### src/design/dkac_pkg.sv
package dkac_pkg;

  typedef enum logic [2:0] {
    ACC_NONE,
    ACC_ACUTE,
    ACC_GRAVE,
    ACC_CIRC,
    ACC_DIAER
  } accent_e;

  // One queue entry: the one or two code points caused by one input byte.
  typedef struct packed {
    logic        two;
    logic [20:0] cp0;
    logic [20:0] cp1;
    logic        eot;
  } job_t;

  // Head of the queue as seen by the output side.
  typedef struct packed {
    logic valid;
    job_t job;
  } head_t;

  localparam logic [20:0] CP_ACUTE = 21'h0000B4;
  localparam logic [20:0] CP_GRAVE = 21'h000060;
  localparam logic [20:0] CP_CIRC  = 21'h00005E;
  localparam logic [20:0] CP_DIAER = 21'h0000A8;

  localparam logic [2:0] VOWEL_NONE = 3'd7;

  // Composed characters by accent and vowel a e i o u y; zero where none exists.
  localparam logic [7:0] LOWER_TAB [5][6] = '{
    '{8'h00, 8'h00, 8'h00, 8'h00, 8'h00, 8'h00},
    '{8'hE1, 8'hE9, 8'hED, 8'hF3, 8'hFA, 8'hFD},
    '{8'hE0, 8'hE8, 8'hEC, 8'hF2, 8'hF9, 8'h00},
    '{8'hE2, 8'hEA, 8'hEE, 8'hF4, 8'hFB, 8'h00},
    '{8'hE4, 8'hEB, 8'hEF, 8'hF6, 8'hFC, 8'hFF}
  };
  localparam logic [7:0] UPPER_TAB [5][6] = '{
    '{8'h00, 8'h00, 8'h00, 8'h00, 8'h00, 8'h00},
    '{8'hC1, 8'hC9, 8'hCD, 8'hD3, 8'hDA, 8'hDD},
    '{8'hC0, 8'hC8, 8'hCC, 8'hD2, 8'hD9, 8'h00},
    '{8'hC2, 8'hCA, 8'hCE, 8'hD4, 8'hDB, 8'h00},
    '{8'hC4, 8'hCB, 8'hCF, 8'hD6, 8'hDC, 8'h00}
  };

  function automatic logic [20:0] accent_cp(accent_e acc);
    logic [20:0] cp;
    case (acc)
      ACC_ACUTE: cp = CP_ACUTE;
      ACC_GRAVE: cp = CP_GRAVE;
      ACC_CIRC:  cp = CP_CIRC;
      ACC_DIAER: cp = CP_DIAER;
      default:   cp = '0;
    endcase
    return cp;
  endfunction

  function automatic accent_e accent_of(logic [20:0] cp);
    accent_e acc;
    case (cp)
      CP_ACUTE: acc = ACC_ACUTE;
      CP_GRAVE: acc = ACC_GRAVE;
      CP_CIRC:  acc = ACC_CIRC;
      CP_DIAER: acc = ACC_DIAER;
      default:  acc = ACC_NONE;
    endcase
    return acc;
  endfunction

  function automatic logic [2:0] vowel_index(logic [6:0] lc);
    logic [2:0] v;
    case (lc)
      7'h61:   v = 3'd0;
      7'h65:   v = 3'd1;
      7'h69:   v = 3'd2;
      7'h6F:   v = 3'd3;
      7'h75:   v = 3'd4;
      7'h79:   v = 3'd5;
      default: v = VOWEL_NONE;
    endcase
    return v;
  endfunction

  // Returns zero when the pair does not compose.
  function automatic logic [7:0] compose(accent_e acc, logic [20:0] cp);
    logic       is_lower;
    logic       is_upper;
    logic [2:0] v;
    logic [7:0] res;
    is_lower = cp inside {[21'h61:21'h7A]};
    is_upper = cp inside {[21'h41:21'h5A]};
    v        = vowel_index(cp[6:0] | 7'h20);
    res      = '0;
    if ((acc != ACC_NONE) && (acc <= ACC_DIAER) && (v != VOWEL_NONE)) begin
      if (is_lower) begin
        res = LOWER_TAB[acc][v];
      end else if (is_upper) begin
        res = UPPER_TAB[acc][v];
      end
    end
    return res;
  endfunction

endpackage

### src/design/dead_key_accent_composer_unit.sv
// Channel   Direction   Handshake                 Payload
// in        input       in_valid_i / in_stall_o   text_byte_i, end_of_text_i
// out       output      out_valid_o / out_stall_i code_point_o, last_of_run_o, text_done_o
//
// One byte is taken per cycle unless the queue is full; a byte that yields two code points
// holds the output register for both, so the sustained rate is one code point per cycle unless stalled.
// A result passes through the queue write and then the output register. The input stalls only
// while the two-entry queue is full. Reset clears the decoder state, the queue pointers and count,
// and the output valid flag at once; the output data registers are not reset.
module dead_key_accent_composer_unit (
  input  logic        clk_i,
  input  logic        rst_ni,
  input  logic        in_valid_i,
  output logic        in_stall_o,
  input  logic [7:0]  text_byte_i,
  input  logic        end_of_text_i,
  output logic        out_valid_o,
  input  logic        out_stall_i,
  output logic [20:0] code_point_o,
  output logic        last_of_run_o,
  output logic        text_done_o
);

  logic            push;
  logic            full;
  logic            pop;
  dkac_pkg::job_t  job;
  dkac_pkg::head_t head;

  assign in_stall_o = full;

  dkac_front u_front (
    .clk_i         (clk_i),
    .rst_ni        (rst_ni),
    .in_valid_i    (in_valid_i),
    .in_stall_i    (full),
    .text_byte_i   (text_byte_i),
    .end_of_text_i (end_of_text_i),
    .push_o        (push),
    .job_o         (job)
  );

  dkac_queue u_queue (
    .clk_i  (clk_i),
    .rst_ni (rst_ni),
    .push_i (push),
    .job_i  (job),
    .full_o (full),
    .pop_i  (pop),
    .head_o (head)
  );

  dkac_back u_back (
    .clk_i         (clk_i),
    .rst_ni        (rst_ni),
    .head_i        (head),
    .pop_o         (pop),
    .out_valid_o   (out_valid_o),
    .out_stall_i   (out_stall_i),
    .code_point_o  (code_point_o),
    .last_of_run_o (last_of_run_o),
    .text_done_o   (text_done_o)
  );

endmodule

### src/design/dkac_front.sv
module dkac_front (
  input  logic           clk_i,
  input  logic           rst_ni,
  input  logic           in_valid_i,
  input  logic           in_stall_i,
  input  logic [7:0]     text_byte_i,
  input  logic           end_of_text_i,
  output logic           push_o,
  output dkac_pkg::job_t job_o
);

  dkac_pkg::accent_e pend_q, pend_d;
  logic [20:0]       part_q, part_d;
  logic [1:0]        rem_q, rem_d;

  logic              take;
  logic              char_valid;
  logic [20:0]       char_cp;
  logic [20:0]       cont_part;
  logic [7:0]        comp;
  dkac_pkg::accent_e char_acc;
  logic [1:0]        cnt;
  logic [20:0]       e0, e1;

  assign take      = in_valid_i && !in_stall_i;
  assign cont_part = {part_q[14:0], text_byte_i[5:0]};

  // Byte decoding.
  always_comb begin
    char_valid = 1'b0;
    char_cp    = '0;
    part_d     = '0;
    rem_d      = '0;
    if ((rem_q != 2'd0) && (text_byte_i[7:6] == 2'b10)) begin
      rem_d = rem_q - 2'd1;
      if (rem_q == 2'd1) begin
        char_valid = 1'b1;
        char_cp    = cont_part;
      end else begin
        part_d = cont_part;
      end
    end else if (text_byte_i < 8'h80) begin
      char_valid = 1'b1;
      char_cp    = {13'd0, text_byte_i};
    end else if (text_byte_i inside {[8'hC0:8'hDF]}) begin
      part_d = {16'd0, text_byte_i[4:0]};
      rem_d  = 2'd1;
    end else if (text_byte_i inside {[8'hE0:8'hEF]}) begin
      part_d = {17'd0, text_byte_i[3:0]};
      rem_d  = 2'd2;
    end else if (text_byte_i inside {[8'hF0:8'hF7]}) begin
      part_d = {18'd0, text_byte_i[2:0]};
      rem_d  = 2'd3;
    end else begin
      // A stray continuation byte or an invalid lead passes through as itself.
      char_valid = 1'b1;
      char_cp    = {13'd0, text_byte_i};
    end
    if (end_of_text_i) begin
      part_d = '0;
      rem_d  = '0;
    end
  end

  assign comp     = dkac_pkg::compose(pend_q, char_cp);
  assign char_acc = dkac_pkg::accent_of(char_cp);

  // Dead key handling; at most two code points come out per byte.
  always_comb begin
    pend_d = pend_q;
    cnt    = 2'd0;
    e0     = '0;
    e1     = '0;
    if (char_valid) begin
      if ((pend_q != dkac_pkg::ACC_NONE) && (comp != 8'd0)) begin
        e0     = {13'd0, comp};
        cnt    = 2'd1;
        pend_d = dkac_pkg::ACC_NONE;
      end else begin
        if (pend_q != dkac_pkg::ACC_NONE) begin
          e0  = dkac_pkg::accent_cp(pend_q);
          cnt = 2'd1;
        end
        pend_d = char_acc;
        if (char_acc == dkac_pkg::ACC_NONE) begin
          if (cnt == 2'd0) begin
            e0 = char_cp;
          end else begin
            e1 = char_cp;
          end
          cnt = cnt + 2'd1;
        end
      end
    end
    if (end_of_text_i) begin
      if (pend_d != dkac_pkg::ACC_NONE) begin
        if (cnt == 2'd0) begin
          e0 = dkac_pkg::accent_cp(pend_d);
        end else begin
          e1 = dkac_pkg::accent_cp(pend_d);
        end
        cnt = cnt + 2'd1;
      end
      pend_d = dkac_pkg::ACC_NONE;
    end
  end

  assign push_o    = take && (cnt != 2'd0);
  assign job_o.two = (cnt == 2'd2);
  assign job_o.cp0 = e0;
  assign job_o.cp1 = e1;
  assign job_o.eot = end_of_text_i;

  always_ff @(posedge clk_i or negedge rst_ni) begin
    if (!rst_ni) begin
      pend_q <= dkac_pkg::ACC_NONE;
      part_q <= '0;
      rem_q  <= '0;
    end else if (take) begin
      pend_q <= pend_d;
      part_q <= part_d;
      rem_q  <= rem_d;
    end
  end

endmodule

### src/design/dkac_queue.sv
module dkac_queue (
  input  logic            clk_i,
  input  logic            rst_ni,
  input  logic            push_i,
  input  dkac_pkg::job_t  job_i,
  output logic            full_o,
  input  logic            pop_i,
  output dkac_pkg::head_t head_o
);

  dkac_pkg::job_t mem_q [2];
  logic           wr_q, rd_q;
  logic [1:0]     cnt_q, cnt_d;
  logic           do_pop;

  assign full_o       = (cnt_q == 2'd2);
  assign head_o.valid = (cnt_q != 2'd0);
  assign head_o.job   = mem_q[rd_q];
  assign do_pop       = pop_i && head_o.valid;

  always_comb begin
    cnt_d = cnt_q;
    if (push_i && !do_pop) begin
      cnt_d = cnt_q + 2'd1;
    end else if (!push_i && do_pop) begin
      cnt_d = cnt_q - 2'd1;
    end
  end

  always_ff @(posedge clk_i) begin
    if (push_i) begin
      mem_q[wr_q] <= job_i;
    end
  end

  always_ff @(posedge clk_i or negedge rst_ni) begin
    if (!rst_ni) begin
      wr_q  <= 1'b0;
      rd_q  <= 1'b0;
      cnt_q <= '0;
    end else begin
      cnt_q <= cnt_d;
      if (push_i) begin
        wr_q <= !wr_q;
      end
      if (do_pop) begin
        rd_q <= !rd_q;
      end
    end
  end

endmodule

### src/design/dkac_back.sv
module dkac_back (
  input  logic            clk_i,
  input  logic            rst_ni,
  input  dkac_pkg::head_t head_i,
  output logic            pop_o,
  output logic            out_valid_o,
  input  logic            out_stall_i,
  output logic [20:0]     code_point_o,
  output logic            last_of_run_o,
  output logic            text_done_o
);

  logic        valid_q;
  logic        phase_q, phase_d;
  logic [20:0] cp_q;
  logic        last_q, last_d;
  logic        done_q;
  logic        load;

  // The output register reloads whenever it is empty or its transfer completes.
  assign load   = !valid_q || !out_stall_i;
  assign last_d = !head_i.job.two || phase_q;
  assign pop_o  = load && head_i.valid && last_d;

  always_comb begin
    phase_d = phase_q;
    if (load && head_i.valid) begin
      phase_d = !last_d;
    end
  end

  always_ff @(posedge clk_i) begin
    if (load && head_i.valid) begin
      cp_q   <= phase_q ? head_i.job.cp1 : head_i.job.cp0;
      last_q <= last_d;
      done_q <= head_i.job.eot;
    end
  end

  always_ff @(posedge clk_i or negedge rst_ni) begin
    if (!rst_ni) begin
      valid_q <= 1'b0;
      phase_q <= 1'b0;
    end else begin
      phase_q <= phase_d;
      if (load) begin
        valid_q <= head_i.valid;
      end
    end
  end

  assign out_valid_o   = valid_q;
  assign code_point_o  = cp_q;
  assign last_of_run_o = last_q;
  assign text_done_o   = done_q;

endmodule

### config.mk
export PLATFORM = sky130hd
export DESIGN_NAME = dead_key_accent_composer_unit
export DESIGN_NICKNAME = d
export VERILOG_FILES = /design/src/design/dkac_pkg.sv /design/src/design/dead_key_accent_composer_unit.sv /design/src/design/dkac_front.sv /design/src/design/dkac_queue.sv /design/src/design/dkac_back.sv
export SDC_FILE = /design/constraint.sdc
export NUM_CORES = 1
export LEC_CHECK = 0
export ABC_AREA = 1
export BUFFER_PORTS_ARGS = -buffer_cell sky130_fd_sc_hd__buf_2
export CAP_MARGIN = 20
export CORE_ASPECT_RATIO = 0.9
export CORE_MARGIN = 2
export CORE_UTILIZATION = 40
export DETAILED_ROUTE_END_ITERATION = 10
export GPL_TIMING_DRIVEN = 1
export PLACE_DENSITY_LB_ADDON = 0.25
export SYNTH_ARGS = -nofsm -noshare
export SYNTH_HDL_FRONTEND = slang
export SYNTH_SLANG_ARGS = --single-unit
### constraint.sdc
create_clock -name clk_i -period 11.4 [get_ports clk_i]
set_input_delay 0.57 -clock clk_i [delete_from_list [all_inputs] [get_ports clk_i]]
set_output_delay 0.57 -clock clk_i [all_outputs]
set_load 0.1 [all_outputs]
==> flow_metrics.env <==
export IMPL_timing_setup_tns_ns=0
export IMPL_synth_compound_area_frac=0.130
export IMPL_ir_drop_uv=122
export IMPL_cts_max_level=4
export IMPL_cts_tree="built"
export IMPL_clock_root_buffer="clkbuf_16"
export IMPL_drive_gt1_frac=0.144
export IMPL_clockBufferDepth=2
export IMPL_synth_seq_cells=137
export IMPL_synthMuxAreaShare=0
export IMPL_max_cap_violations=0
export IMPL_crit_type="flop to flop"
export IMPL_clock_skew_ns=0.00694
export IMPL_fin_crit_ns=5.27
export IMPL_vias_per_cell=5.45
export IMPL_dieArea_um2=18000
export IMPL_rsz0062_at_grt="false"
export IMPL_grt_usage=0.186
export IMPL_arrival_ns=5.57
export IMPL_io_pins=38
export IMPL_clock_sinks=137
export IMPL_slew_violations=0
export IMPL_finalWirelength_um=16200
export IMPL_synth_flop_cell="edfxtp_1"
export IMPL_route_detailed_drc=0
export IMPL_synth_async_reset_ratio=0.190
export IMPL_postCtsSetupBuffers=0
export IMPL_area_growth_pct=14.3
export IMPL_postCtsHoldBufs=0
export IMPL_netlist_area_um2=6770
export IMPL_place_hpwl_um=11200
export IMPL_finalSetupViolCount=0
export IMPL_layout_setup_ws_ns=6.13
export IMPL_cp_slowest_stage_delay_ns=0.39
export IMPL_cts_resized=0
export IMPL_synth_fa_ha_area_frac=0.0222
export IMPL_yosys_warnings=0
export IMPL_finalCritPeriodShare=0.462
export IMPL_final_cell_mix="nand2_1 (114), nor2_1 (113), edfxtp_1 (111)"
export IMPL_finalHoldViolCount=0
export IMPL_drt_iter0_drc=383
export IMPL_cp_required_ns=11.69
export IMPL_syn_area_per_cell_um2=9.57
export IMPL_synth_xor_area_share=0.00388
export IMPL_antenna_found_initial=0
export IMPL_grt_max_degree=47
export IMPL_place_gp_congestion=0.853
export IMPL_grt_pass1_wl_um=25900
export IMPL_n_antenna_cell=0
export IMPL_synth_simple_gate_area_frac=0.197
export IMPL_die_h_um=127
export IMPL_std_cell_rows=45
export IMPL_synth_edff_count=111
export IMPL_die_w_um=141
export IMPL_placement_io_buffers=37
export IMPL_ys_types=40
export IMPL_synth_net_count=733
export IMPL_first_pass_iters=5
export IMPL_core_area_um2=16700
export IMPL_netlist_instances=708
export IMPL_holdWs_ns=0.166
export IMPL_status="finished, final reports clean"
export IMPL_clk_latency_ns=0.42
export IMPL_layout_commonest_cell="nand2_1"
export IMPL_numCtsBuffers=17
export IMPL_wire_per_inst_um=16.7
export IMPL_dr_total_vias=5286
export IMPL_placed_cells=938
export IMPL_grt_ovfl_total=0
export IMPL_worstSetupStartpointType="flop"
export IMPL_finalNetCount=771
export IMPL_yosysSeqAreaShare=0.588
export IMPL_synth_top_family_by_area="simple AND/OR/NAND/NOR gates"
export IMPL_final_cells=970
export IMPL_cp_slowest_cell="nand2_2"
export IMPL_crit_path_max_fanout=21
export IMPL_antenna_left=0
export IMPL_place_ws_ns=6.14
export IMPL_crit_path_end_kind="flop"
export IMPL_cts_reportedPaths_clkPinSlew_ns=0.06
export IMPL_grt_pass1_vias=5013
export IMPL_worstHoldPathType="input pin to asynchronous set/reset pin"
export IMPL_relSlewSlack=0.394
export IMPL_initial_core_util=0.405
export IMPL_power_density_nw_per_um2=262
export IMPL_p_leak_nw=3.18
export IMPL_max_freq_mhz=190
export IMPL_worst_slew_pin_slew_ns=0.908
==> path summary, 6_finish.rpt <==
check	from	cells past startpoint	slack, ns	end
max	u_front.rem_q[0]	33	6.13	u_queue.cnt_q[1]
min	rst_ni	1	0.17	u_front.part_q[1]
max reg2reg	u_front.rem_q[0]	33	6.13	u_queue.cnt_q[1]
min reg2reg	u_back.out_valid_o	2	0.49	u_back.out_valid_o
max in group asynchronous	rst_ni	1	10.80	u_back.out_valid_o
min in group clk_i	out_stall_i	3	0.36	u_back.out_valid_o
==> flip-flops by register name, indices dropped and copies added, names as in the netlist <==
| signal | flops |
|---|---|
| u_queue.mem_q | 88 |
| u_back.code_point_o | 21 |
| u_front.part_q | 15 |
| u_front.pend_q | 3 |
| u_front.rem_q | 2 |
| u_queue.cnt_q | 2 |
| u_back.last_of_run_o | 1 |
| u_back.out_valid_o | 1 |
| u_back.phase_q | 1 |
| u_back.text_done_o | 1 |
| u_queue.rd_q | 1 |
| u_queue.wr_q | 1 |
==> where the power goes <==
part	switching (mW)	total [mW]	leakage, nW	internal (mW)
logic	0.638	0.779	1.51	0.142
clock network	0.215	0.516	0.261	0.301
registers	0.0289	0.735	1.41	0.706
==> metal layers <==
metal	part of all wire	track usage	vias up
met1	0.46	0.254	2553
li1	-	-	2538
met2	0.46	0.296	174
met5	0	0	-
met3	0.061	0.0499	21
met4	0.011	0.0494	0
==> Yosys cell counts, types with 3 or more instances <==
cell      instances  area share
nand2_2          12       0.011
o211ai_1          4      0.0044
nand2_4           4      0.0066
nor2_1          114       0.063
o22ai_1          31       0.029
nand4_1          11       0.010
clkbuf_1         20       0.011
o21ai_2           3      0.0039
nor3_1            6      0.0044
ha_1             12       0.022
nor2_2            6      0.0055
dfrtp_1          26       0.096
a21oi_1          12      0.0089
nand2_1         114       0.063
o31ai_1           4      0.0044
inv_1            68       0.038
o21ai_0          72       0.053
o32ai_1           7      0.0091
nand3_2           3      0.0044
o21ai_1           8      0.0059
nand3_1          31       0.023
edfxtp_1        111        0.49
inv_2             5      0.0028
==> critical path: cells and delay by family, from the launching register on <==
| kind | cells | cell delay (ns) |
|---|---|---|
| AND/OR/NAND/NOR | 22 | 3.13 |
| adder cells (fa/ha/maj) | 3 | 0.81 |
| flip-flops | 1 | 0.38 |
| AO/OA/AOI/OAI | 3 | 0.38 |
| buffers and inverters | 4 | 0.24 |
| XOR/XNOR | 1 | 0.16 |
==> cell families after synthesis <==
| group | Yosys count |
|---|---|
| and+or+nand+nor | 305 |
| AOI/OAI and AO/OA | 151 |
| DFF | 137 |
| buffers and inverters | 100 |
| adders and majority gates | 12 |
| xor gates and xnor gates | 3 |
==> cell type report <==
type                    count  area [um2]
repair buffers             43         250
fillers                  1568        8980
flip-flops and latches    137        3980
clock inverters            14         125
inverters                  76         290
well taps                 211         264
clock buffers              18         429
multi-input cells         471        2400
==> through the flow <==
step	util	power (mW)	area [um2]
finish	0.463	2.03	7740
detailed placement	0.430	1.53	7190
global route	0.463	2.13	7740
global placement	0.428	1.51	7160
CTS	0.463	2.04	7740
floorplan	-	1.36	6770
(Power assumes the default switching activity.)
